===== src/sv/rsh_ram.sv =====
module rsh_ram #(
    parameter int WIDTH = 8,
    parameter int DEPTH = 16
) (
    input  logic                     i_clk,
    input  logic                     i_we,
    input  logic [$clog2(DEPTH)-1:0] i_waddr,
    input  logic [WIDTH-1:0]         i_wdata,
    input  logic [$clog2(DEPTH)-1:0] i_raddr,
    output logic [WIDTH-1:0]         o_rdata
);
    logic [WIDTH-1:0] r_mem [DEPTH];
    logic [WIDTH-1:0] r_rdata;

    always_ff @(posedge i_clk) begin
        if (i_we) begin
            r_mem[i_waddr] <= i_wdata;
        end
        r_rdata <= r_mem[i_raddr];
    end

    assign o_rdata = r_rdata;
endmodule


===== config.mk =====
export PLATFORM = sky130hd
export DESIGN_NAME = rsh_ram
export DESIGN_NICKNAME = d
export VERILOG_FILES = /design/src/sv/rsh_ram.sv
export SDC_FILE = /design/constraint.sdc
export NUM_CORES = 1
export LEC_CHECK = 0
export BUFFER_PORTS_ARGS = -buffer_cell sky130_fd_sc_hd__clkbuf_2
export CAP_MARGIN = 20
export CORE_MARGIN = 4
export CORE_UTILIZATION = 38
export CTS_BUF_LIST = sky130_fd_sc_hd__clkbuf_4 sky130_fd_sc_hd__clkbuf_8
export CTS_CLUSTER_DIAMETER = 80
export CTS_CLUSTER_SIZE = 24
export DETAILED_ROUTE_END_ITERATION = 10
export SETUP_SLACK_MARGIN = 0.3
export SYNTH_ARGS = -nofsm -noshare
export SYNTH_HDL_FRONTEND = slang
export SYNTH_SLANG_ARGS = --single-unit
export TNS_END_PERCENT = 20

===== constraint.sdc =====
create_clock -name i_clk -period 3.6 [get_ports i_clk]
set_input_delay 0.72 -clock i_clk [delete_from_list [all_inputs] [get_ports i_clk]]
set_output_delay 0.72 -clock i_clk [all_outputs]
set_load 0.02 [all_outputs]

Yosys cells after proc, flatten, opt, wreduce, memory -nomap -nowiden --
Memories as Yosys holds them, arrays and structs flattened. A register that Yosys moved wholly into a read port is not among the register bits. Cells that the tools add are included.
Storage, ports and cells: memories 1, output and inout bits 8, bits of input ports 18, flip-flop bits (word level) 0, word-level logic and storage cells 3, RAM bits 128
Cells by class: muxes and demuxes 2
Memory list:
- r_mem | depth 16, bits a word 8, read ports 1, clocked after Yosys merged registers in 1, write ports 1, RTL line 12 | logic [WIDTH-1:0] r_mem [DEPTH];
Operators with widths (number):
- 1-bit 2-to-1 mux | 2

Longest topological paths before layout --
Gate-level depths: netlist of the first run.
depth after elaboration 2, mapped depth 5, depth with buffers taken out 3

Least setup slack after synthesis of the first run --
Ideal clock, no wire load.
kind input to register, start in i_waddr[2], end mem r_mem[0][0] (enable), path slack 1.387 ns, setup time 0.383 ns, stages 2, data required time 3.217 ns, arrival 1.830 ns, buffers on the path 0, cells stage by stage or3b_2 -> nor3_1
RTL lines:
- start: declaration | RTL line 7 | input logic [$clog2(DEPTH)-1:0] i_waddr,
- end: declaration | RTL line 12
No word-level cell before the write port.

==> flow_summary.ini, run 1 <==
[power]
leakage_nw = 1.96
vdd_drop_max_mv = 0.215
p_per_area_nw_per_um2 = 563
p_total_mw = 3.32

[worst_setup_path]
critPathSlowestCell = mux4_1
cp.required_ns = 3.92
rr_startpoint = r_mem[9][1]
cp_max_fo = 15
crit_path_end_kind = register
r2r-end = o_rdata[1]
max_stage_delay_ns = 0.60
cp-start-kind = primary input
r2r_cells = 3
path_cells = clkbuf_2 > buf_4 > mux4_1 > a22oi_1 > nand2_1
arrival_ns = 2.44
rrSetupSlack_ns = 2.20
critical_path_class = in -> reg

[global_route]
grt_max_degree = 25
first_global_vias = 2514
grt_usage_pct = 13.6
grt_overflow_total = 0
grt_pass1_wl_um = 15300
grt_antenna_before_repair = 0

[clock_network]
cts_inserted_buffers = 17
post_cts_buffers = 0
insertion_delay_ns = 0.43
ctsLongestPathBuffers = 2
path_clk_slew_ns = 0.07
clock-root-buffer = clkbuf_8
cts_tree = done
cts_resized = 0
ctsHoldBuffers = 0
cts_max_level = 4
cts_num_sinks = 136

[placed_design]
dp_hpwl_um = 6470
gp_congestion = 0.725
port_buffers = 25
place_ws_ns = 1.02
placed_cells = 427
place_area_um2 = 5460

[sta]
drv_slew = 0
fmax_mhz = 472
hold_violations = 0
hold_slack_ns = 0.667
worst_pin_slew_ns = 0.946
period_needed_ns = 2.12
setup_tns_ns = 0
fin_worst_skew_ns = 0.00734
setup_viol = 0
rsz0062_at_grt = false
fin_crit_sh_pct = 58.9
setup_ws_ns = 1.48
relSlewSlack_pct = 36.7

[cells_and_area]
area_delta_synth_final_pct = 14.6
finish.instance_area_um2 = 5900
final_nets = 288
final_util_pct = 44.6
antenna_cells = 0
mostFrequentLayoutCell = edfxtp_1
layout.cells.non_filler = 459
drive_gt1_share_pct = 28.6
mostFrequentLayoutCells = edfxtp_1 (128), clkbuf_2 (25), mux4_2 (18), clkbuf_8 (17), a22oi_1 (16)

[floorplanning]
io-pin-count = 26
start_util_pct = 38.9
die_y_um = 124
die_w_um = 124
rows = 42
die_area_um2 = 15500
core-area_um2 = 13200

[drt]
drtAntennaViolNets = 0
viasPerCell = 5.20
initialDrtViolationCount = 201
avgRoutedWirePerCell_um = 21.5
drc = 0
dr_total_vias = 2386
firstDrtPassIters = 4
routed_wl_um = 9880

[logic_synthesis]
ys_ff_latch = 136
synthesis.area_um2 = 5150
synth_nets = 247
postSynthCellCount = 229
ys_seq_area_share_pct = 77.8
syn_avg_cell_area_um2 = 22.5
ys_types = 19
yosysWarnings = 0

[worst_hold_path]
hold_path_end = o_rdata[1]
worstHoldStart = r_mem[4][1]
min_path_type = reg -> reg
hold_depth = 3

[run_status]
status = finished, final reports clean

[flow_run]
maxCapViolCount = 0
## report_power, final
part	total, mW	internal (mW)	switching, mW
sequential	1.78	1.77	0.0107
combinational	0.169	0.0653	0.103
clock	1.37	0.814	0.557
## registers in the layout, summed over array words and instances, names as in the netlist
register and count:
o_rdata 8, r_mem 128
## Yosys cell counts (all sizes together)
library cell     n  area share [%]
edfxtp         128              75
nor2b            1            0.12
nand3            1           0.097
and2             1            0.12
buf              7             1.1
dfxtp            8             3.1
nor3             4            0.39
clkdlybuf4s25    3            0.58
nor2            13            0.95
a22oi           16             2.3
or3b             1            0.17
and2b            1            0.15
nand3b           2            0.29
nand2            9            0.66
mux4            32              15
nand2b           2            0.24
## worst max-delay path: cells and delay by family
kind | cells | cell delay, ns
compound gates | 1 | 0.34
simple gates | 1 | 0.08
buf+inv | 2 | 0.69
mux | 1 | 0.60
## cell families after synthesis
logic type             after synthesis  share of synthesized area, %
AO/OA/AOI/OAI                       16                          2.33
AND/OR/NAND/NOR                     35                          3.18
buffers and inverters               10                          1.68
flip-flops                         136                          77.8
multiplexers                        32                          15.0
## routing by layer
metal	track usage (%)	share of wire, %	vias up
met5	0	0	-
met4	5.80	1.4	0
met3	3.99	5.2	9
met2	20.1	47	62
met1	19.0	46	1257
li1	-	-	1058
## how the worst max path moves through the flow
stage	cells past startpoint	endpoint	startpoint	slack, ns
3_5_place_dp	5	o_rdata[1]	i_raddr[0]	1.02
2_1_floorplan	2	r_mem[0][0]	i_waddr[2]	1.39
3_3_place_gp	5	o_rdata[1]	i_raddr[0]	1.00
5_1_grt	5	o_rdata[1]	i_raddr[0]	1.44
6_report	5	o_rdata[1]	i_raddr[0]	1.48
4_1_cts	5	o_rdata[1]	i_raddr[0]	1.51
## area by class of cell
cell class	count	area (µm²)
Multi-Input combinational cell	83	1060
Clock inverter	15	208
Sequential cell	136	4000
Clock buffer	17	234
Tap cell	176	220
Fill cell	1166	7340
Timing Repair Buffer	32	178
No activity file was read; power rests on OpenSTA's default activity.
==> inputs of run 2 (changes only) <==
- clock period: 3.6 -> 1.92 ns (I/O delays scaled with it)
==> run 2 against run 1 <==
Against the previous run: clock skew about the same; die area stayed put; sequential share of layout area decreased by 1.7 points; register-to-register slack worse by 1.7 ns; critical endpoint is now o_rdata[3]; clock power rose by 77%; count of clock-buffer cells in the layout increased by 4; largest power group unchanged; non-clock buffer count grew 15; global-route usage decreased by 0.40 points; design area rose by 2.5%.
==> flow_summary.ini, run 2 (synthesis results as in run 1) <==
[global_route]
grt_max_degree = 33
grt_pass1_wl_um = 15200
grt_antenna_before_repair = 0
first_global_vias = 2609
grt_overflow_total = 0
grt_usage_pct = 13.2

[floorplanning]
io-pin-count = 26
die_w_um = 124
start_util_pct = 38.9
core-area_um2 = 13200
die_area_um2 = 15500
die_y_um = 124
rows = 42

[cells_and_area]
mostFrequentLayoutCells = edfxtp_1 (128), clkbuf_2 (25), clkbuf_8 (19), mux4_2 (18), buf_4 (18)
mostFrequentLayoutCell = edfxtp_1
fillers = 1148
top_register = r_mem
antenna_cells = 0
largest_reg_flops = 128
final_nets = 303
final_util_pct = 45.7
drive_gt1_share_pct = 33.2
area_delta_synth_final_pct = 17.5

[drt]
initialDrtViolationCount = 163
firstDrtPassIters = 4
dr_total_vias = 2394
viasPerCell = 5.05
drtAntennaViolNets = 0
avgRoutedWirePerCell_um = 20.4
routed_wl_um = 9690
drc = 0

[worst_hold_path]
worstHoldStart = i_wdata[6]
min_path_type = in -> reg
hold_depth = 1
hold_path_end = r_mem[7][6]

[power]
vdd_drop_max_mv = 0.568
leakage_nw = 2.05
pwr-share-seq_pct = 54.7
combinationalPowerShare_pct = 5.5
p_per_area_nw_per_um2 = 1010
power.internal_mw = 4.84
power_switching_mw = 1.25
pwr-share-clk_pct = 39.7
p_sw_share_pct = 20.5

[worst_setup_path]
path_cells = clkbuf_2 > buf_12 > mux4_1 > a22oi_1 > nand2_1
rr_startpoint = r_mem[0][3]
critical_path_class = in -> reg
crit_path_end_kind = register
rrSetupSlack_ns = 0.51
cp_max_fo = 12
cp-start-kind = primary input
critPathSlowestCell = mux4_1
r2r-end = o_rdata[3]
crit_family = multiplexers
r2r_cells = 3
max_stage_delay_ns = 0.57
arrival_ns = 1.75
cp.required_ns = 2.23
crit_buf_inv = 2

[run_status]
status = finished, final reports clean

[clock_network]
cts_num_sinks = 136
ctsLongestPathBuffers = 2
post_cts_buffers = 0
cts_tree = done
ctsHoldBuffers = 0
cts_max_level = 4
clock-root-buffer = clkbuf_8
cts_inserted_buffers = 17
cts_resized = 0
insertion_delay_ns = 0.43
path_clk_slew_ns = 0.07

[placed_design]
place_ws_ns = 0.0332
gp_congestion = 0.706
dp_hpwl_um = 6470
port_buffers = 25

[sta]
fmax_mhz = 693
rsz0062_at_grt = false
hold_violations = 0
setup_ws_ns = 0.476
relSlewSlack_pct = 75.2
worst_pin_slew_ns = 0.372
drv_slew = 0
setup_viol = 0
setup_tns_ns = 0
period_needed_ns = 1.44
fin_worst_skew_ns = 0.00714
fin_crit_sh_pct = 75.2

[flow_run]
maxCapViolCount = 0
run 2: power by group through the flow:
stage               sequential, mW  combinational [mW]  clock [mW]
global route                  3.34               0.365        2.63
finish                        3.33               0.336        2.42
detailed placement            3.40               0.345           0
floorplan                     3.42               0.169           0
global placement              3.40               0.340           0
CTS                           3.34               0.345        2.49
run 2: through the flow:
stage	total power [mW]	hold slack, ns	std cells	cell area (µm²)
final	6.09	0.366	474	6050
after global placement	3.74	0.654	442	5630
after detailed placement	3.75	0.676	442	5630
after CTS	6.17	0.362	474	6050
after floorplan	3.59	0.483	229	5150
after global routing	6.34	0.396	474	6050
run 2: worst max path at each step:
stage                           from          end  cells past startpoint
after floorplan           i_waddr[2]  r_mem[3][0]                      2
after global placement    i_raddr[0]   o_rdata[3]                      5
after detailed placement  i_raddr[0]   o_rdata[3]                      5
after CTS                 o_rdata[7]   o_rdata[7]                      1
after global routing      i_raddr[0]   o_rdata[1]                      5
final                     i_raddr[0]   o_rdata[3]                      5
run 2: layout make-up:
cell class / count / area (µm²) / area share (%)
clock buffer: 21 / 277 / 4.57
clock inverter: 11 / 145 / 2.40
multi-input combinational: 83 / 1060 / 17.6
sequential: 136 / 4000 / 66.2
tap: 176 / 220 / 3.64
timing repair buffer: 47 / 340 / 5.63
run 2: routing by layer:
layer  wire length (µm)  global-route usage (%)  vias up  share of wire [%]
met4                116                    4.84        0                1.2
met2               5110                    22.4       52                 53
met5                  0                       0        -                  0
met1               4100                    16.4     1250                 42
li1                   -                       -     1082                  -
met3                359                    3.43       10                3.7
