`src/sv/rsh_pkg.sv`:
```
package rsh_pkg;

    localparam int BIN_COUNT = 100;
    localparam int BIN_W = $clog2(BIN_COUNT);
    localparam int IDX_W = 7;
    localparam int CNT_W = 20;
    localparam logic [CNT_W-1:0] COUNT_MAX = '1;
    localparam logic [16:0] TWO_LN2_Q16 = 17'd90852;
    localparam logic [15:0] SIGMA_RST = 16'd8192;
    localparam logic [15:0] BPU_RST = 16'd2560;

    localparam logic [1:0] CMD_SAMPLE = 2'd0;
    localparam logic [1:0] CMD_READ = 2'd1;
    localparam logic [1:0] CMD_CLEAR = 2'd2;

    localparam logic REG_SIGMA = 1'b0;
    localparam logic REG_BPU = 1'b1;

    typedef enum logic [2:0] {
        ST_IDLE,
        ST_MATH,
        ST_RDWAIT,
        ST_UPDATE,
        ST_DIV,
        ST_CLEAR,
        ST_DONE
    } t_state;

    // Sequencer of the shared arithmetic unit
    typedef enum logic [2:0] {
        M_IDLE,
        M_NORM,
        M_LOG,
        M_MUL,
        M_SQRT,
        M_SCALE1,
        M_SCALE2,
        M_DONE
    } t_mstate;

    // Shared arithmetic unit control
    typedef struct packed {
        logic start;
        logic [23:0] uniform;
        logic [15:0] sigma;
        logic [15:0] bpu;
    } t_math_req;

    typedef struct packed {
        logic done;
        logic [35:0] raw_hi; // raw bin before range check (upper bits kept)
    } t_math_rsp;

endpackage

```
`src/sv/rsh_math.sv`:
```
module rsh_math
    import rsh_pkg::*;
(
    input  logic      i_clk,
    input  logic      i_rst_n,
    input  t_math_req i_req,
    output t_math_rsp o_rsp
);
    t_mstate r_st, n_st;
    logic [24:0] r_x, n_x;
    logic [4:0]  r_e, n_e;
    logic [4:0]  r_cnt, n_cnt;
    logic [15:0] r_frac, n_frac;
    logic [37:0] r_v, n_v;
    logic [37:0] r_res, n_res;
    logic [37:0] r_bit, n_bit;
    logic [35:0] r_raw, n_raw;
    logic [34:0] r_prod, n_prod;
    logic [15:0] r_sig, n_sig;
    logic [15:0] r_bpu, n_bpu;

    logic [49:0] sq;
    logic [21:0] nlog;
    logic [38:0] tprod;
    logic [37:0] trial;

    always_comb begin
        sq = 50'(r_x) * 50'(r_x);
        nlog = (22'(5'd24 - r_e) << 16) - 22'(r_frac);
        tprod = 39'(nlog) * 39'(TWO_LN2_Q16);
        trial = r_res + r_bit;
    end

    always_ff @(posedge i_clk) begin
        if (!i_rst_n) begin
            r_st <= M_IDLE;
        end else begin
            r_st <= n_st;
        end
        r_x <= n_x; r_e <= n_e; r_cnt <= n_cnt; r_frac <= n_frac;
        r_v <= n_v; r_res <= n_res; r_bit <= n_bit; r_raw <= n_raw;
        r_prod <= n_prod; r_sig <= n_sig; r_bpu <= n_bpu;
    end

    always_comb begin
        n_st = r_st; n_x = r_x; n_e = r_e; n_cnt = r_cnt; n_frac = r_frac;
        n_v = r_v; n_res = r_res; n_bit = r_bit; n_raw = r_raw;
        n_prod = r_prod; n_sig = r_sig; n_bpu = r_bpu;
        case (r_st)
            M_IDLE: begin
                if (i_req.start) begin
                    n_x = {1'b0, (i_req.uniform == '0) ? 24'd1 : i_req.uniform};
                    n_e = 5'd23;
                    n_sig = i_req.sigma;
                    n_bpu = i_req.bpu;
                    n_frac = '0;
                    n_cnt = '0;
                    n_st = M_NORM;
                end
            end
            // normalize one bit position a cycle
            M_NORM: begin
                if (r_x[23] || r_e == '0) begin
                    n_st = M_LOG;
                end else begin
                    n_x = r_x << 1;
                    n_e = r_e - 5'd1;
                end
            end
            M_LOG: begin
                n_frac = {r_frac[14:0], sq[47]};
                n_x = sq[47] ? sq[47:23] >> 1 : sq[47:23];
                n_cnt = r_cnt + 5'd1;
                if (r_cnt == 5'd15) begin
                    n_st = M_MUL;
                end
            end
            M_MUL: begin
                n_v = {tprod[37:16], 16'd0};
                n_res = '0;
                n_bit = 38'd1 << 36;
                n_st = M_SQRT;
            end
            M_SQRT: begin
                if (r_v >= trial) begin
                    n_v = r_v - trial;
                    n_res = (r_res >> 1) + r_bit;
                end else begin
                    n_res = r_res >> 1;
                end
                n_bit = r_bit >> 2;
                if (r_bit[0]) begin
                    n_st = M_SCALE1;
                end
            end
            M_SCALE1: begin
                n_prod = 35'(r_res[18:0]) * 35'(r_sig);
                n_st = M_SCALE2;
            end
            M_SCALE2: begin
                n_raw = 36'((51'(r_prod) * 51'(r_bpu)) >> 36);
                n_st = M_DONE;
            end
            M_DONE: n_st = M_IDLE;
            default: n_st = M_IDLE;
        endcase
    end

    assign o_rsp.done = (r_st == M_DONE);
    assign o_rsp.raw_hi = r_raw;

    a_start_idle: assert property (@(posedge i_clk) disable iff (!i_rst_n)
        (r_st == M_DONE) |=> (r_st == M_IDLE)) else $error("math done not one cycle");
    a_norm: assert property (@(posedge i_clk) disable iff (!i_rst_n)
        (r_st == M_LOG) |-> (r_x[23] || r_e == '0)) else $error("log entered unnormalized");
    a_cnt: assert property (@(posedge i_clk) disable iff (!i_rst_n)
        (r_st == M_LOG) |-> (r_cnt <= 5'd15)) else $error("log count overrun");
endmodule

```
`config.mk`:
```
export PLATFORM = sky130hd
export DESIGN_NAME = rsh_math
export DESIGN_NICKNAME = d
export VERILOG_FILES = /design/src/sv/rsh_pkg.sv /design/src/sv/rsh_math.sv
export SDC_FILE = /design/constraint.sdc
export NUM_CORES = 2
export LEC_CHECK = 0
export BUFFER_PORTS_ARGS = -buffer_cell sky130_fd_sc_hd__clkbuf_2
export CAP_MARGIN = 40
export CORE_ASPECT_RATIO = 1.1
export CORE_UTILIZATION = 44
export CTS_CLUSTER_SIZE = 40
export DETAILED_ROUTE_END_ITERATION = 8
export PLACE_DENSITY = 0.59
export SYNTH_ARGS = -nofsm -noshare
export SYNTH_HDL_FRONTEND = slang
export SYNTH_SLANG_ARGS = --single-unit
```
`constraint.sdc`:
```
create_clock -name i_clk -period 7.7 [get_ports i_clk]
set_input_delay 0.385 -clock i_clk [delete_from_list [all_inputs] [get_ports i_clk]]
set_output_delay 0.385 -clock i_clk [all_outputs]
set_load 0.01 [all_outputs]
```
After elaboration in Yosys (flattened, before gate mapping) --
Cells that the tools add are included. W data, S select, Z words.
Operators by class: $add $sub $neg 7, $mul 4, magnitude comparators 1, equal/unequal tests 14, mux-type cells 22, reduce and logical (&&, ||, !) cells 14
Operators with widths (count):
- $pmux W38 S2 | 3
- $mux W38 | 2
- $pmux W25 S3 | 1
- $mul A35 B16 Y51 | 1
- $mux W25 | 2
- $mul A25 B25 Y48 | 1
- $mux W24 | 2
- $add A37 B38 Y38 | 1
- $add A38 B38 Y38 | 1
- $ge A38 B38 Y1 | 1
- $sub A38 B38 Y38 | 1
- $mul A22 B15 Y36 const B | 1
- $mul A19 B16 Y35 | 1
- $pmux W16 S2 | 1
- $logic_not A24 Y1 | 1
- $pmux W3 S8 | 1
- $sub A22 B16 Y22 | 1
- $pmux W5 S2 | 2
- $mux W16 | 1
- $mux W5 | 3
- $eq A3 B3 Y1 const B | 4
- $mux W3 | 4
- $ne A2 B2 Y1 const B | 6
- $eq A3 B2 Y1 const B | 2
- other kinds (13) | 18
Word-level totals: register bits 250, input bits 59, output and inout port bits 37

Depth between registers and ports, before layout --
depth after elaboration 4, depth in mapped cells 31, gate-level depth less buffers 29

Least setup slack after synthesis --
No wires, ideal clock.
path type register to register, from register r_x[3], to register r_x[23] (data pin), arrival 7.269 ns, data required time 7.442 ns, setup slack 0.173 ns, stages on the path, launching flop included 29, cell sequence edfxtp_1 -> clkbuf_1 -> clkbuf_1 -> nand2_1 -> fa_1 -> inv_1 -> fa_1 -> inv_1 -> fa_1 -> inv_1 -> fa_1 -> inv_1 -> fa_1 -> inv_1 -> fa_1 -> inv_1 -> fa_1 -> inv_1 -> ha_1 -> a21o_1 -> a2111oi_2 -> a31oi_1 -> o21ai_2 -> a21oi_1 -> or2_1 -> o211a_1 -> buf_6 -> o32a_1 -> o221a_2
On the way: cells in the longest elaborated chain, start to end 3
RTL lines:
- from (decl) | line rsh_math.sv:10 | logic [24:0] r_x, n_x;
- from (signal assigned) | line rsh_math.sv:40 | r_x <= n_x; r_e <= n_e; r_cnt <= n_cnt; r_frac <= n_frac;
- $mul A25 B25 Y48 | line rsh_math.sv:28 | sq = 50'(r_x) * 50'(r_x);
- $mux W24 | line rsh_math.sv:72 | n_x = sq[47] ? sq[47:23] >> 1 : sq[47:23];
- $pmux W25 S3 | line rsh_math.sv:49 | case (r_st)
- named net n_x[23] | line rsh_math.sv:10
The timed path passes the listed nets, and every way through them passes these cells. A chain may end at the register's enable or synchronous reset.

Final worst setup path --
from register r_x[12], to register r_x[16] (data pin)
The elaborated chain is that of the path after synthesis.

==> run summary <==
SETUP PATH
-------------------------------------------------------------------------------
Worst Reg2Reg Path Length in Cells                                           28
Data arrival time at the worst-slack endpoint                           7.80 ns
Terminus of the critical flop-to-flop path                         r_x[16]$_DFFE_PP_
Crit end category                                                     flip-flop
Critical Path Fanout Max                                                      6
CP dominant cell by count                                          sky130_fd_sc_hd__fa_1
Delay of the slowest cell on the worst path                             0.54 ns
Required time of the critical path                                      8.04 ns
Critical setup path kind                                             reg -> reg
Critical Path Source Type                                             flip-flop
R2r startpoint                                                     r_x[12]$_DFFE_PP_
Reg2Reg Setup Slack                                                     0.24 ns
Critical-path cell with the highest stage delay                    sky130_fd_sc_hd__fa_1

DETAILED ROUTING
-------------------------------------------------------------------------------
Total via count in the routed design                                      44.9k
Violation count after the first detailed-route iteration                   3187
Drt wl/cell                                                             19.0 µm
Drt drc                                                                       0
TritonRoute pass-1 iters                                                      5
Final Routed Wirelength                                               164000 µm
Via density per instance                                                   5.20
Post-route antenna net violation count                                        0

LOGIC SYNTHESIS
-------------------------------------------------------------------------------
Synth area leader                                                  sky130_fd_sc_hd__fa_1
Unique cell type count in the Yosys netlist                                  88
Area share of the leading cell type in the synthesized netlist            0.410
Synthesized instance count                                                 6622
Commonest cells in the synthesized netlist                         sky130_fd_sc_hd__inv_1 (1541), sky130_fd_sc_hd__fa_1 (1267), sky130_fd_sc_hd__nand2_1 (907)
Post-synthesis register bit count                                           231
FFs w/ async S/R, synth                                                       0
Average cell area after synthesis                                      9.35 µm²
Post-synth top flop                                                sky130_fd_sc_hd__edfxtp_1
Ys Warns                                                                      0
Top post-synthesis cells by area                                   sky130_fd_sc_hd__fa_1 (41%), sky130_fd_sc_hd__ha_1 (13%), sky130_fd_sc_hd__edfxtp_1 (11%)
Post-synth EDFFs                                                            228
Most frequently used cell type in the post-synthesis netlist       sky130_fd_sc_hd__inv_1
Sequential-to-total area share from yosys stat                            0.112
Cell area after synthesis                                             61900 µm²

CELLS AND AREA
-------------------------------------------------------------------------------
Number of nets at the end of the flow                                      8753
Final design instance area without fill                               67500 µm²
Reg area                                                               6910 µm²
Layout-stage area growth over the synthesis result                        9.02%
Filler cells                                                              13.0k
Total inserted antenna cells                                                  0
Fraction of final layout cells sized beyond drive strength 1             0.0761
Multi-input combinational cell area                                   48300 µm²

PLACE
-------------------------------------------------------------------------------
Instance area at placement                                            65800 µm²
Port Buffer Count                                                            74
GPL Wtd Cong                                                              0.930
Pre-CTS worst setup slack                                           -0.00957 ns
Hpwl dp                                                               136000 µm

CLOCKING
-------------------------------------------------------------------------------
H-tree lvl count                                                              1
CTS Sinks                                                                   231
CTS Root Buffer Type                                               sky130_fd_sc_hd__clkbuf_16
CTS clock-pin slew for the worst setup and hold paths                   0.06 ns
Number of buffers added by the clock tree synthesis step                     31
Maximum buffer depth of the clock tree                                        3
TritonCTS clock tree                                                      built
Worst-Skew Late Latency                                                 0.63 ns

STA
-------------------------------------------------------------------------------
Layout Skew                                                           0.0210 ns
Total count of max-transition violations in the final report                  0
Total of endpoints with negative setup slack in the final report              0
Slew at the pin closest to its max-slew limit                          0.911 ns
Final hold violation count                                                    0
Headroom to the max-slew limit                                            0.385
Final Critical Period                                                   7.46 ns
Unrepaired setup endpoints after global routing                            true
Final cycle utilization of the critical path                              0.968
Worst path setup slack after routing                                   0.244 ns
Highest Clock Rate                                                      134 MHz

HOLD PATH
-------------------------------------------------------------------------------
Class of the worst hold path                                          in -> reg
Hold Crit Depth                                                               1
Launch point of the worst hold path                                   i_req[16]
Sink of the worst hold path                                        r_sig[0]$_DFFE_PP_

RUN
-------------------------------------------------------------------------------
# Max-Cap Violations                                                          0

GLOBAL ROUTING
-------------------------------------------------------------------------------
Overall global routing resource usage                                     0.236
First-pass GRT wire length                                            265000 µm
GRT Residual Overflow                                                         0
Maximum number of pins on one net before global-route repair                 58
Initial antenna violation count                                               2
Via count of the first global-routing pass                                48.4k

FLOORPLANNING
-------------------------------------------------------------------------------
Horizontal die dimension                                                 360 µm
Number of core rows                                                         143
Count of boundary I/O pins                                                   96
Die Outline Area                                                     142000 µm²
Vertical die dimension                                                   395 µm
Initial core utilization                                                  0.446
Std-Cell Core Area                                                   139000 µm²

OUTCOME
-------------------------------------------------------------------------------
Result of the run                                                  complete, no violations

-- kinds of logic (layout without fill, tap and decap cells) --
family / Yosys count / count (layout) / synth area share
other: 1 / 21 / 0.0000606
buffers and inverters: 1825 / 2005 / 0.112
DFF: 231 / 231 / 0.112
muxes: 15 / 15 / 0.00245
AOI/OAI and AO/OA: 672 / 672 / 0.0721
adders and majority gates: 1894 / 1894 / 0.537
xor gates and xnor gates: 234 / 234 / 0.0331
and+or+nand+nor: 1750 / 1750 / 0.132
-- registers in the layout (all words and copies together) (netlist names) --
name    flops
r_bit      19
r_bpu      16
r_cnt       5
r_e         5
r_frac     16
r_prod     35
r_raw      15
r_res      38
r_sig      16
r_st        3
r_v        38
r_x        25
-- cells in the final DEF, fill, tap and decap left out, drive strengths merged, types with 13 or more instances in the layout --
cell         Yosys  final
inv           1541   1545
fa            1267   1267
nand2          907    907
ha             627    627
and2           381    381
buf             44    305
edfxtp         228    228
nor2           203    203
a21oi          169    169
xnor2          135    135
o21ai          121    121
clkbuf         240    109
a21o           102    102
xor2            99     99
and3            53     53
a31oi           43     43
nand3           35     35
nor3            35     35
nor2b           31     31
a211oi          31     31
o21bai          30     30
dlygate4sd3      0     29
nand4           27     27
o21a            27     27
conb             1     21
o22ai           16     16
a31o            16     16
o211ai          16     16
or2             15     15
mux2i           14     14
nand2b          13     13
-- layer usage --
metal,part of all wire,vias up,GRT usage
li1,-,20600,-
met1,0.43,22700,0.317
met2,0.48,1342,0.399
met3,0.063,248,0.0347
met4,0.028,0,0.0593
met5,0,-,0
-- critical path: cells and delay by family, from the launching register on --
family / cells / cell delay (ns)
adder cells (fa/ha/maj): 8 / 3.61
AND/OR/NAND/NOR: 5 / 0.65
flip-flops: 1 / 0.52
buffers and inverters: 8 / 0.92
AO/OA/AOI/OAI: 7 / 1.48
-- worst max path at each step --
stage / slack (ns) / startpoint / depth (start not counted) / end
after detailed placement: -0.01 / r_x[13]$_DFFE_PP_ / 30 / r_x[15]$_DFFE_PP_
after CTS: 0.04 / r_x[12]$_DFFE_PP_ / 24 / r_x[23]$_DFFE_PP_
after global placement: 0.09 / r_x[13]$_DFFE_PP_ / 30 / r_x[14]$_DFFE_PP_
after floorplan: 0.17 / r_x[3]$_DFFE_PP_ / 28 / r_x[23]$_DFFE_PP_
final: 0.24 / r_x[12]$_DFFE_PP_ / 28 / r_x[16]$_DFFE_PP_
after global routing: -0.06 / r_x[9]$_DFFE_PP_ / 27 / r_x[20]$_DFFE_PP_
-- through the flow --
step	hold slack, ns	instances	util	setup TNS (ns)
CTS	0.00939	8610	0.483	0
global placement	0.564	8522	0.473	0
detailed placement	0.564	8526	0.474	-0.00957
floorplan	0.484	6642	-	0
global route	0.0241	8634	0.486	-0.264
finish	0.0519	8634	0.486	0
-- layout make-up --
| type | instances | share of cell area |
|---|---|---|
| well taps | 1812 | 0.0336 |
| inverters | 1541 | 0.0857 |
| flip-flops and latches | 231 | 0.102 |
| repair buffers | 409 | 0.0472 |
| clock inverters | 21 | 0.00291 |
| clock buffers | 34 | 0.0117 |
| multi-input cells | 4586 | 0.717 |
-- timing repair --
item | 4_1_cts | 5_1_grt
gates resized for setup | 1 | 54
hold endpoints to repair | 29 | 0
buffers inserted | 0 | 24
pin swaps | 0 | 13
setup endpoints to repair | 3 | 34
hold buffers | 29 | 0
Power is not shown: default switching activity piles up to over one toggle a cycle in this logic, so the estimate is an artifact.
