### src/sv/rsh_pkg.sv
package rsh_pkg;

    localparam int BIN_COUNT = 100;
    localparam int BIN_W = $clog2(BIN_COUNT);
    localparam int IDX_W = 7;
    localparam int CNT_W = 20;
    localparam logic [CNT_W-1:0] COUNT_MAX = '1;
    localparam logic [16:0] TWO_LN2_Q16 = 17'd90852;
    localparam logic [15:0] SIGMA_RST = 16'd8192;
    localparam logic [15:0] BPU_RST = 16'd2560;

    localparam logic [1:0] CMD_SAMPLE = 2'd0;
    localparam logic [1:0] CMD_READ = 2'd1;
    localparam logic [1:0] CMD_CLEAR = 2'd2;

    localparam logic REG_SIGMA = 1'b0;
    localparam logic REG_BPU = 1'b1;

    typedef enum logic [2:0] {
        ST_IDLE,
        ST_MATH,
        ST_RDWAIT,
        ST_UPDATE,
        ST_DIV,
        ST_CLEAR,
        ST_DONE
    } t_state;

    // Sequencer of the shared arithmetic unit
    typedef enum logic [2:0] {
        M_IDLE,
        M_NORM,
        M_LOG,
        M_MUL,
        M_SQRT,
        M_SCALE1,
        M_SCALE2,
        M_DONE
    } t_mstate;

    // Shared arithmetic unit control
    typedef struct packed {
        logic start;
        logic [23:0] uniform;
        logic [15:0] sigma;
        logic [15:0] bpu;
    } t_math_req;

    typedef struct packed {
        logic done;
        logic [35:0] raw_hi; // raw bin before range check (upper bits kept)
    } t_math_rsp;

endpackage

### src/sv/rsh_div.sv
module rsh_div
    import rsh_pkg::*;
(
    input  logic        i_clk,
    input  logic        i_rst_n,
    input  logic        i_start,
    input  logic [39:0] i_num,
    input  logic [CNT_W-1:0] i_den,
    output logic        o_done,
    output logic [15:0] o_quot
);
    logic        r_busy, n_busy;
    logic        r_done, n_done;
    logic [5:0]  r_cnt, n_cnt;
    logic [39:0] r_num, n_num;
    logic [19:0] r_rem, n_rem;
    logic [39:0] r_q, n_q;
    logic [CNT_W-1:0] r_den, n_den;
    logic [20:0] shifted;

    assign shifted = {r_rem, r_num[39]};

    always_ff @(posedge i_clk) begin
        if (!i_rst_n) begin
            r_busy <= 1'b0;
            r_done <= 1'b0;
        end else begin
            r_busy <= n_busy;
            r_done <= n_done;
        end
        r_cnt <= n_cnt; r_num <= n_num; r_rem <= n_rem; r_q <= n_q; r_den <= n_den;
    end

    // restoring divide, one quotient bit a cycle
    always_comb begin
        n_busy = r_busy; n_done = 1'b0; n_cnt = r_cnt; n_num = r_num;
        n_rem = r_rem; n_q = r_q; n_den = r_den;
        if (i_start) begin
            n_busy = 1'b1; n_cnt = '0; n_num = i_num; n_rem = '0; n_q = '0; n_den = i_den;
        end else if (r_busy) begin
            n_num = r_num << 1;
            if (shifted >= 21'(r_den)) begin
                n_rem = 20'(shifted - 21'(r_den));
                n_q = {r_q[38:0], 1'b1};
            end else begin
                n_rem = shifted[19:0];
                n_q = {r_q[38:0], 1'b0};
            end
            n_cnt = r_cnt + 6'd1;
            if (r_cnt == 6'd39) begin
                n_busy = 1'b0;
                n_done = 1'b1;
            end
        end
    end

    assign o_done = r_done;
    assign o_quot = (r_q[39:16] != '0) ? 16'hFFFF : r_q[15:0];

    a_done: assert property (@(posedge i_clk) disable iff (!i_rst_n)
        r_done |-> !r_busy) else $error("div done while busy");
endmodule

### config.mk
export PLATFORM = sky130hd
export DESIGN_NAME = rsh_div
export DESIGN_NICKNAME = d
export VERILOG_FILES = /design/src/sv/rsh_pkg.sv /design/src/sv/rsh_div.sv
export SDC_FILE = /design/constraint.sdc
export NUM_CORES = 1
export LEC_CHECK = 0
export ABC_AREA = 1
export BUFFER_PORTS_ARGS = -buffer_cell sky130_fd_sc_hd__buf_4
export CAP_MARGIN = 40
export CELL_PAD_IN_SITES_DETAIL_PLACEMENT = 0
export CELL_PAD_IN_SITES_GLOBAL_PLACEMENT = 1
export CORE_UTILIZATION = 46
export DETAILED_ROUTE_END_ITERATION = 6
export PLACE_DENSITY_LB_ADDON = 0.1
export SLEW_MARGIN = 20
export SYNTH_ARGS = -nofsm -noshare
export SYNTH_HDL_FRONTEND = slang
export SYNTH_SLANG_ARGS = --single-unit
### constraint.sdc
create_clock -name i_clk -period 7.3 [get_ports i_clk]
set_input_delay 0 -clock i_clk [delete_from_list [all_inputs] [get_ports i_clk]]
set_output_delay 0 -clock i_clk [all_outputs]
set_load 0.05 [all_outputs]
Yosys cells after proc, flatten, opt, wreduce, memory -nomap -nowiden --
Cells that the tools add are included.
Operators by class: bitwise logic cells 2, muxes and demuxes 9, order comparisons 1, equal/unequal tests 1, $add $sub $neg 2, reduce and logical (&&, ||, !) cells 3
Operators with widths (count):
- two-way mux 40 bit | 2
- nonzero test 24 bit | 1
- >= comparator 21 x 20 -> 1 bit | 1
- two-way mux 20 bit | 1
- subtractor 20 bit | 1
- two-way mux 16 bit | 1
- adder 6 x 1 -> 6 bit, second input constant | 1
- == test 6 bit, second input constant | 1
- two-way mux 1 bit | 5
- OR reduction 3 bit | 1
- NOT 1 bit | 2
- nonzero test 2 bit | 1
Word-level totals: word-level logic and storage cells 25, bits of input ports 63, register bits 128, output and inout port bits 17

Longest topological paths before layout --
Gate-level depths: netlist of run 1.
word-level depth 4, gate-level depth with buffers 15, gate-level depth less buffers 14

Worst setup path after synthesis of run 1 --
Ideal clock, no wire load.
kind flip-flop to flip-flop, start point register r_busy, end point register r_num[0] (enable), buffers on the path 1, arrival 1.913 ns, clock period less this slack 2.333 ns, data required time 6.880 ns, path slack 4.967 ns, stages on the path, launching flop included 4, setup time 0.420 ns, cells stage by stage dfxtp_1 -> nor2_1 -> inv_1 -> clkbuf_1
Between the ends: longest elaborated chain between the ends 1
Ends and longest elaborated chain:
- start, declared | line rsh_div.sv:12 | logic r_busy, n_busy;
- start signal, assigned | line rsh_div.sv:28 | r_busy <= n_busy;
- nonzero test 2 bit (no source line)
- end signal, assigned | line rsh_div.sv:31 | r_cnt <= n_cnt; r_num <= n_num; r_rem <= n_rem; r_q <= n_q; r_den <= n_den;
- end, declared | line rsh_div.sv:15 | logic [39:0] r_num, n_num;
No other way between the ends. A chain may end at the register's enable or synchronous reset.

Worst setup path in the final report of run 1 --
start point register r_den[9], end point register r_rem[17]
Between the ends: longest elaborated chain between the ends 2, elaborated cells between the ends (all ways) 3, those cells by class add/sub: 1; order compare: 1; mux: 1
Ends and longest elaborated chain:
- start, declared | line rsh_div.sv:18 | logic [CNT_W-1:0] r_den, n_den;
- start signal, assigned | line rsh_div.sv:31
- subtractor 20 bit or >= comparator 21 x 20 -> 1 bit (tied branches) | line rsh_div.sv:43, rsh_div.sv:42
- two-way mux 20 bit (*) | line rsh_div.sv:42 | if (shifted >= 21'(r_den)) begin
- end signal, assigned | line rsh_div.sv:31
- end, declared | line rsh_div.sv:16 | logic [19:0] r_rem, n_rem;
Mark *: on every way between the ends. The rest lies on a longest branch, timed or not.

==> flow_summary.json, run 1 <==
{
  "h-tree-depth": 4,
  "seq_area_frac_synth": 0.492,
  "cts_made_buffers": 17,
  "leakagePower_nw": 4.11,
  "drv_cap": 0,
  "cp.required_ns": 7.61,
  "synth_area_per_cell_um2": 7.90,
  "first_iter_violations": 290,
  "slew_headroom": 0.472,
  "peakVddDrop_mv": 0.184,
  "utilization": 0.620,
  "die_w_um": 120,
  "port_buffers": 79,
  "finalSetupViolCount": 0,
  "gp_congestion": 0.881,
  "synth_cell_types": 36,
  "crit_fanout": 21,
  "timing.rr.start": "r_den[9]$_DFFE_PP_",
  "period_share": 0.400,
  "clk_latency_ns": 0.42,
  "crit_start": "r_den[9]$_DFFE_PP_",
  "overflow": 0,
  "holdCritPathClass": "in2reg",
  "clkSlewWorstSetupHoldPaths_ns": 0.06,
  "die_area_um2": 14400,
  "post_cts_resized": 0,
  "routed_wl_um": 14800,
  "drive_gt1_frac": 0.150,
  "vias": 5519,
  "cp.arrival_ns": 3.23,
  "synth_edf_count": 60,
  "grt.total_usage": 0.220,
  "rows": 42,
  "synth_nets": 899,
  "cts_max_path_buffers": 2,
  "io_pins": 80,
  "avgRoutedWirePerCell_um": 12.9,
  "holdPathStages": 1,
  "postRouteAntennaNets": 0,
  "fin_skew_ns": 0.0106,
  "grt_start_max_net_pins": 66,
  "worst_slew_pin_slew_ns": 0.786,
  "clock_sinks": 128,
  "finalHoldViolations": 0,
  "n_antenna_cell": 0,
  "cts_tree": "yes",
  "initial_core_util": 0.478,
  "r2r_end": "r_rem[17]$_SDFFE_PP0P_",
  "first_pass_iters": 4,
  "setup_tns_ns": 0,
  "syn_inst": 814,
  "synthFlopType": "dfxtp_1",
  "syn_area_um2": 6430,
  "async_reset_ff_frac": 0,
  "drcViolationCount": 0,
  "mostFrequentLayoutCell": "nand2_1",
  "r2r_setup_slack_ns": 4.38,
  "rsz0062_at_grt": "false",
  "final_area_um2": 8340,
  "grt_first_pass_wirelength_um": 25100,
  "clockRootBuffer": "clkbuf_16",
  "power_density_nw_per_um2": 211,
  "grt_pass1_vias": 5442,
  "placed_cell_area_um2": 7180,
  "endpoint_kind": "flip-flop",
  "r2r_cells": 14,
  "die_h_um": 120,
  "mostFrequentLayoutCells": "276 x nand2_1, 134 x inv_1, 84 x buf_4",
  "grt_antenna_before_repair": 0,
  "hold_end": "r_den[11]$_DFFE_PP_",
  "hp-start": "i_start",
  "yosys_warnings": 0,
  "layout.nets": 1036,
  "outcome": "complete, no violations",
  "crit_type": "reg2reg",
  "max_freq_ghz": 0.343,
  "synth_seq_cells": 128,
  "start_kind": "flip-flop",
  "postCtsSetupBuffers": 0,
  "dpl.hpwl_um": 9790,
  "period_needed_ns": 2.92,
  "vias_per_cell": 4.84,
  "area_growth_pct": 29.7,
  "slew_viol_final": 0,
  "design.core.area_um2": 13500
}
[state kept, by name (all words and copies together) (netlist names)]
| name | count |
|---|---|
| r_num | 40 |
| r_q | 40 |
| r_den | 20 |
| r_rem | 20 |
| r_cnt | 6 |
| o_done | 1 |
| r_busy | 1 |
[cells in the mapped netlist, types with 3 or more instances]
library cell,instances,share of area
inv_2,3,0.0018
nand2_1,276,0.16
o21ai_1,7,0.0055
nand3b_2,5,0.0088
buf_4,3,0.0035
edfxtp_1,60,0.28
nor2_2,3,0.0029
nor3_1,6,0.0047
clkbuf_1,16,0.0093
nand4_1,6,0.0058
buf_2,5,0.0039
xor2_1,3,0.0041
ha_1,21,0.041
nand3_1,72,0.056
nand3_2,5,0.0078
inv_1,135,0.079
buf_6,4,0.0070
xnor2_1,6,0.0082
o22ai_1,39,0.038
a21oi_1,15,0.012
nand2_2,7,0.0068
o21ai_0,7,0.0055
nor2_1,30,0.018
dfxtp_1,68,0.21
[layout make-up]
cell class                 instances  area, um^2
fill                            1202        5120
sequential                       128        3160
multi-input combinational        518        2590
timing repair buffer             147        1300
inverter                         139         523
clock buffer                      21         472
tap                              176         220
clock inverter                    11        75.1
[how the worst max path moves through the flow]
| stage | endpoint | slack (ns) | depth (start not counted) |
|---|---|---|---|
| 6_report | r_rem[17]$_SDFFE_PP0P_ | 4.38 | 14 |
| 3_5_place_dp | r_rem[17]$_SDFFE_PP0P_ | 4.34 | 14 |
| 4_1_cts | r_rem[17]$_SDFFE_PP0P_ | 4.34 | 14 |
| 2_1_floorplan | r_num[0]$_SDFFCE_PN0P_ | 4.97 | 3 |
| 3_3_place_gp | r_rem[12]$_SDFFE_PP0P_ | 4.50 | 14 |
| 5_1_grt | r_rem[17]$_SDFFE_PP0P_ | 4.06 | 14 |
[power breakdown]
group	internal [mW]	switching [mW]	leakage [nW]	total, mW
Combinational	0.0793	0.0904	2.67	0.170
Clock	0.465	0.319	0.279	0.784
Sequential	0.792	0.0107	1.15	0.803
[critical path: stages, from the launching register on]
cell and delay, ns:
edfxtp_1 0.32, inv_1 0.04, ha_1 0.33, nand2_1 0.13
inv_2 0.04, nand2_1 0.11, inv_1 0.07, a21oi_2 0.16
nand2_2 0.08, nand2_2 0.43, nand2_1 0.64, nand2_1 0.26
nand2_1 0.08, nand2_1 0.07, nand2_1 0.05
[cells by family (layout without fill, tap and decap cells)]
group,after synthesis,count (layout),share of synthesized area
simple gates,414,414,0.279
buf+inv,168,318,0.106
flops,128,128,0.492
compound gates,73,73,0.0668
fa+ha+maj,22,22,0.0440
xor+xnor,9,9,0.0123
[metrics by stage]
stage                     cells  hold slack, ns  power (mW)  worst slack [ns]
after CTS                  1140           0.188        1.77              4.34
after global placement     1045           0.178       0.955              4.50
after detailed placement   1047           0.179       0.962              4.34
after global routing       1140           0.208        1.83              4.06
after floorplan             814          0.0989       0.904              4.97
final                      1140           0.177        1.76              4.38
[per-layer routing]
metal / routed length [um] / track usage
met5: 0 / 0
met4: 280 / 0.0867
met1: 6720 / 0.264
met3: 550 / 0.0547
met2: 7200 / 0.379
[repair_timing]
item | 4_1_cts | 5_1_grt
endpoints found under the setup margin | 0 | 0
endpoints found under the hold margin | 62 | 0
hold buffers | 61 | 0
(Power assumes the default switching activity.)
==> inputs of run 2 (changes only) <==
--- a/config.mk
+++ b/config.mk
@@ -5,12 +5,12 @@
 export SDC_FILE = /design/constraint.sdc
 export NUM_CORES = 1
 export LEC_CHECK = 0
-export ABC_AREA = 1
+export ABC_AREA = 0
 export BUFFER_PORTS_ARGS = -buffer_cell sky130_fd_sc_hd__buf_4
 export CAP_MARGIN = 40
 export CELL_PAD_IN_SITES_DETAIL_PLACEMENT = 0
 export CELL_PAD_IN_SITES_GLOBAL_PLACEMENT = 1
-export CORE_UTILIZATION = 46
+export CORE_UTILIZATION = 41
 export DETAILED_ROUTE_END_ITERATION = 6
 export PLACE_DENSITY_LB_ADDON = 0.1
 export SLEW_MARGIN = 20
==> constraint.sdc (replaced) <==
create_clock -name i_clk -period 2.5 [get_ports i_clk]
set_input_delay 0 -clock i_clk [delete_from_list [all_inputs] [get_ports i_clk]]
set_output_delay 0 -clock i_clk [all_outputs]
set_load 0.05 [all_outputs]
==> run 2 against run 1 <==
Effect of this change: hold slack got worse by 0.13 ns; critical path depth decreased by 4; cell area is 1.8% lower; clock skew decreased by 0.0046 ns; power increased to 3.1 times the previous value; utilization down 5.7 points; fmax rose by 22%; critical path type unchanged; highest routed layer unchanged.
==> flow_summary.json, run 2 <==
{
  "outcome": "complete, no violations",
  "first_pass_iters": 4,
  "endpoint_kind": "flip-flop",
  "final.setup.worst_slack_ns": 0.103,
  "clk_latency_ns": 0.42,
  "h-tree-depth": 4,
  "yosys.area_share.simple": 0.142,
  "slew_headroom": 0.497,
  "mostFrequentLayoutCell": "buf_4",
  "seq_area_frac_synth": 0.516,
  "synth-compound-area-share": 0.0829,
  "io_pins": 80,
  "grt.total_usage": 0.183,
  "regArea_um2": 3160,
  "gp_congestion": 0.854,
  "yosys.area_share.xor_xnor": 0.0300,
  "clock_sinks": 128,
  "drcViolationCount": 0,
  "leakagePower_nw": 3.48,
  "clkSlewWorstSetupHoldPaths_ns": 0.06,
  "die_area_um2": 15400,
  "routed_wl_um": 13500,
  "drv_cap": 0,
  "n_antenna_cell": 0,
  "syn_inst": 566,
  "synthAdderAreaFrac": 0.0461,
  "port_buffers": 79,
  "drive_gt1_frac": 0.260,
  "fillCellCount": 1322,
  "cts_max_path_buffers": 2,
  "place_ws_ns": 0.0533,
  "rows": 44,
  "die_h_um": 124,
  "crit_fanout": 3,
  "synth_area_per_cell_um2": 10.8,
  "yosysMostFrequentCell": "dfxtp_1",
  "max_freq_ghz": 0.417,
  "p_total_mw": 5.38,
  "grt_start_max_net_pins": 71,
  "syn_area_um2": 6130,
  "finalHoldViolations": 0,
  "grt_first_pass_wirelength_um": 22700,
  "synth_top_family_by_area": "multiplexers",
  "cts_tree": "yes",
  "vias_per_cell": 5.06,
  "holdCritPathClass": "in2reg",
  "synth_seq_cells": 128,
  "dpl.hpwl_um": 8660,
  "synth_cell_types": 49,
  "grt_antenna_before_repair": 0,
  "synthTopCellsByArea": "edfxtp_1 29%, dfxtp_1 22%, mux2i_1 7.3%",
  "overflow": 0,
  "finalNonFillerCells": 908,
  "dpl.cell_count": 812,
  "yosys.area.top_type_share": 0.294,
  "avgRoutedWirePerCell_um": 14.8,
  "setup_tns_ns": 0,
  "clockRootBuffer": "clkbuf_16",
  "synth_nets": 651,
  "layout.nets": 796,
  "crit_type": "reg2reg",
  "synthFlopType": "dfxtp_1",
  "slew_viol_final": 0,
  "period_share": 0.959,
  "cp.arrival_ns": 2.73,
  "cp.required_ns": 2.84,
  "yosys_warnings": 0,
  "postRouteAntennaNets": 0,
  "async_reset_ff_frac": 0,
  "multi_input_area_um2": 2780,
  "whs_ns": 0.0427,
  "finalSetupViolCount": 0,
  "synthTopCellsByCount": "68 x dfxtp_1, 67 x nor2_1, 60 x edfxtp_1",
  "reg_top3": "r_num x40, r_q x40",
  "power_density_nw_per_um2": 657,
  "start_kind": "flip-flop",
  "initial_core_util": 0.422,
  "worst_slew_pin_slew_ns": 0.755,
  "muxShareOfSynthArea": 0.145,
  "cts_made_buffers": 17,
  "netlist.top_cell.by_area": "edfxtp_1",
  "design.core.area_um2": 14500,
  "die_w_um": 124,
  "synth_edf_count": 60,
  "period_needed_ns": 2.40,
  "grt_pass1_vias": 4635,
  "fin_skew_ns": 0.00602,
  "mostFrequentLayoutCells": "94 x buf_4, 67 x dfxtp_1, 66 x nor2_1",
  "vias": 4597,
  "first_iter_violations": 183,
  "peakVddDrop_mv": 0.414,
  "area_growth_pct": 33.5
}
==> run 2: metal layers <==
metal,track usage,part of all wire
met2,0.296,0.49
met4,0.0709,0.013
met1,0.236,0.47
met3,0.0455,0.032
met5,0,0
==> run 2: report_power, final <==
part           switching (mW)  total (mW)  internal [mW]
logic                   0.302       0.633          0.331
registers              0.0413        2.37           2.32
clock network           0.972        2.38           1.41
==> run 2: worst max-delay path, cell delays in order, from the launching register on <==
cell	delay, ns
edfxtp_1	0.35
inv_1	0.05
ha_2	0.19
fa_2	0.34
nand2b_4	0.16
a21o_1	0.19
a211o_1	0.38
nor2b_2	0.19
xnor2_1	0.20
mux2i_1	0.09
a211oi_1	0.18
==> run 2: stage by stage <==
| stage | instance area (um^2) | utilization |
|---|---|---|
| 3_5_place_dp | 6930 | 0.476 |
| 3_3_place_gp | 6920 | 0.476 |
| 4_1_cts | 8110 | 0.558 |
| 6_report | 8180 | 0.563 |
| 5_1_grt | 8180 | 0.563 |
| 2_1_floorplan | 6130 | - |
==> run 2: what timing repair did <==
action | 4_1_cts | 5_1_grt
hold endpoints to repair | 62 | 0
setup endpoints to repair | 0 | 33
gates resized for setup | 0 | 13
buffers inserted | 0 | 2
hold buffers | 61 | 0
==> run 2: path summary, 6_finish.rpt <==
path | start | endpoint | slack [ns] | cells past startpoint
worst max-delay path | r_num[39]$_DFFE_PP_ | r_rem[10]$_SDFFE_PP0P_ | 0.10 | 10
worst min-delay path | i_start | r_q[0]$_SDFFE_PP0P_ | 0.04 | 4
worst max register to register | r_num[39]$_DFFE_PP_ | r_rem[10]$_SDFFE_PP0P_ | 0.10 | 10
worst min register to register | r_rem[17]$_SDFFE_PP0P_ | r_rem[17]$_SDFFE_PP0P_ | 0.49 | 2
==> run 2: layout make-up <==
type | instances | share of cell area
clock buffers | 20 | 0.0587
clock inverters | 12 | 0.0115
inverters | 22 | 0.0101
multi-input cells | 385 | 0.339
flip-flops and latches | 128 | 0.387
well taps | 184 | 0.0281
repair buffers | 157 | 0.166
==> run 2: logic make-up (layout without fill, tap and decap cells) <==
group / Yosys count / count (layout)
XOR/XNOR: 21 / 21
adder cells (fa/ha/maj): 22 / 22
flip-flops: 128 / 128
buffers and inverters: 53 / 211
AO/OA/AOI/OAI: 78 / 78
multiplexers: 84 / 84
AND/OR/NAND/NOR: 180 / 180
==> inputs of run 3 (changes only) <==
--- a/config.mk
+++ b/config.mk
@@ -13,6 +13,7 @@
 export CORE_UTILIZATION = 41
 export DETAILED_ROUTE_END_ITERATION = 6
 export PLACE_DENSITY_LB_ADDON = 0.1
+export RECOVER_POWER = 100
 export SLEW_MARGIN = 20
 export SYNTH_ARGS = -nofsm -noshare
 export SYNTH_HDL_FRONTEND = slang
==> run 3 against run 2 <==
Effect of this change: first-iteration DRC count is 2.2% lower; sequential power hardly changed; clock skew hardly changed; worst setup slack hardly changed; power hardly changed; global-route usage stayed put; hold slack better by 0.18 ns; via count is 0.28% lower; utilization is 0.44 points lower.
==> flow_summary.json, run 3 (same netlist as run 2, synthesis figures left out) <==
{
  "vias_per_cell": 5.05,
  "cpPeakStageDelay_ns": 0.35,
  "clockRootBuffer": "clkbuf_16",
  "die_h_um": 124,
  "fillCellCount": 1339,
  "finalNonFillerCells": 908,
  "io_pins": 80,
  "vias": 4584,
  "mostFrequentLayoutCell": "dfxtp_1",
  "dpl.hpwl_um": 8660,
  "crit_fanout": 23,
  "place_ws_ns": 0.0533,
  "h-tree-depth": 4,
  "slew_headroom": 0.190,
  "cts_max_path_buffers": 2,
  "overflow": 0,
  "first_iter_violations": 179,
  "finalSetupViolCount": 0,
  "initial_core_util": 0.422,
  "power_density_nw_per_um2": 662,
  "grt_antenna_before_repair": 0,
  "cp.arrival_ns": 2.66,
  "dpl.cell_count": 812,
  "grt_start_max_net_pins": 71,
  "regArea_um2": 3160,
  "utilization": 0.559,
  "reg_top3": "r_num x40, r_q x40",
  "final.setup.worst_slack_ns": 0.103,
  "peakVddDrop_mv": 0.412,
  "postRouteAntennaNets": 0,
  "finalHoldViolations": 0,
  "period_needed_ns": 2.40,
  "clk_latency_ns": 0.42,
  "grt_first_pass_wirelength_um": 22700,
  "design.core.area_um2": 14500,
  "cp.required_ns": 2.76,
  "area_growth_pct": 32.5,
  "outcome": "complete, no violations",
  "p_total_mw": 5.37,
  "grt_pass1_vias": 4635,
  "cts_made_buffers": 17,
  "slew_viol_final": 0,
  "rows": 44,
  "drive_gt1_frac": 0.247,
  "drv_cap": 0,
  "gp_congestion": 0.854,
  "fin_skew_ns": 0.00605,
  "holdCritPathClass": "in2reg",
  "avgRoutedWirePerCell_um": 14.8,
  "grt.total_usage": 0.183,
  "clock_sinks": 128,
  "die_w_um": 124,
  "endpoint_kind": "flip-flop",
  "layout.nets": 796,
  "leakagePower_nw": 3.44,
  "max_freq_ghz": 0.417,
  "path_cells": "inv_1 > ha_1 > a21o_1 > a211o_1 > a21oi_2 > nor2b_2 > buf_12 > mux2i_1 > a211oi_1",
  "cts_tree": "yes",
  "multi_input_area_um2": 2770,
  "crit_type": "reg2reg",
  "n_antenna_cell": 0,
  "first_pass_iters": 4,
  "worst_slew_pin_slew_ns": 1.21,
  "mostFrequentLayoutCells": "68 x dfxtp_1, 67 x nor2_1, 61 x dlygate4sd3_1",
  "start_kind": "flip-flop",
  "die_area_um2": 15400,
  "port_buffers": 79,
  "routed_wl_um": 13400,
  "critPathSlowestCell": "ha_1",
  "setup_tns_ns": 0,
  "drcViolationCount": 0,
  "period_share": 0.959,
  "clkSlewWorstSetupHoldPaths_ns": 0.06
}
[run 3: what timing repair did]
action                                 4_1_cts  5_1_grt
endpoints found under the hold margin       62        0
buffers inserted                             0        2
resized for setup                            0       13
setup endpoints to repair                    0       33
hold buffers                                61        0
[run 3: routing by layer]
metal,vias up,GRT usage,share of wire
met2,64,0.296,0.49
met5,-,0,0
met3,13,0.0455,0.029
met1,2180,0.236,0.47
met4,0,0.0709,0.013
li1,2327,-,-
[run 3: report_power, final]
group,leakage (nW),internal [mW],total [mW],switching [mW]
registers,1.15,2.32,2.37,0.0408
clock network,0.287,1.41,2.38,0.975
logic,2.00,0.326,0.627,0.301
[run 3: area by class of cell]
| type | instances | area share |
|---|---|---|
| clock buffer | 20 | 0.0592 |
| inverter | 22 | 0.0102 |
| tap | 184 | 0.0284 |
| multi-input combinational | 385 | 0.342 |
| timing repair buffer | 157 | 0.160 |
| sequential | 128 | 0.390 |
| clock inverter | 12 | 0.0116 |
[run 3: worst paths after layout]
kind	slack, ns	from	endpoint	depth (start not counted)
setup reg to reg	0.10	r_den[18]$_DFFE_PP_	r_rem[5]$_SDFFE_PP0P_	9
hold reg to reg	0.49	r_rem[17]$_SDFFE_PP0P_	r_rem[17]$_SDFFE_PP0P_	2
setup / recovery	0.10	r_den[18]$_DFFE_PP_	r_rem[5]$_SDFFE_PP0P_	9
hold / removal	0.23	i_start	r_cnt[3]$_SDFFE_PP0P_	3
[run 3: per-stage QoR]
step	cell area, um^2	hold WS [ns]
2_1_floorplan	6130	0.0989
3_3_place_gp	6920	0.178
3_5_place_dp	6930	0.180
4_1_cts	8110	0.0278
5_1_grt	8120	0.261
6_report	8120	0.227
[run 3: worst max-delay path: cells and delay by family, from the launching register on]
kind | cells | cell delay [ns]
fa+ha+maj | 1 | 0.35
simple gates | 1 | 0.26
compound gates | 4 | 0.84
flops | 1 | 0.32
buf+inv | 2 | 0.24
mux | 1 | 0.23
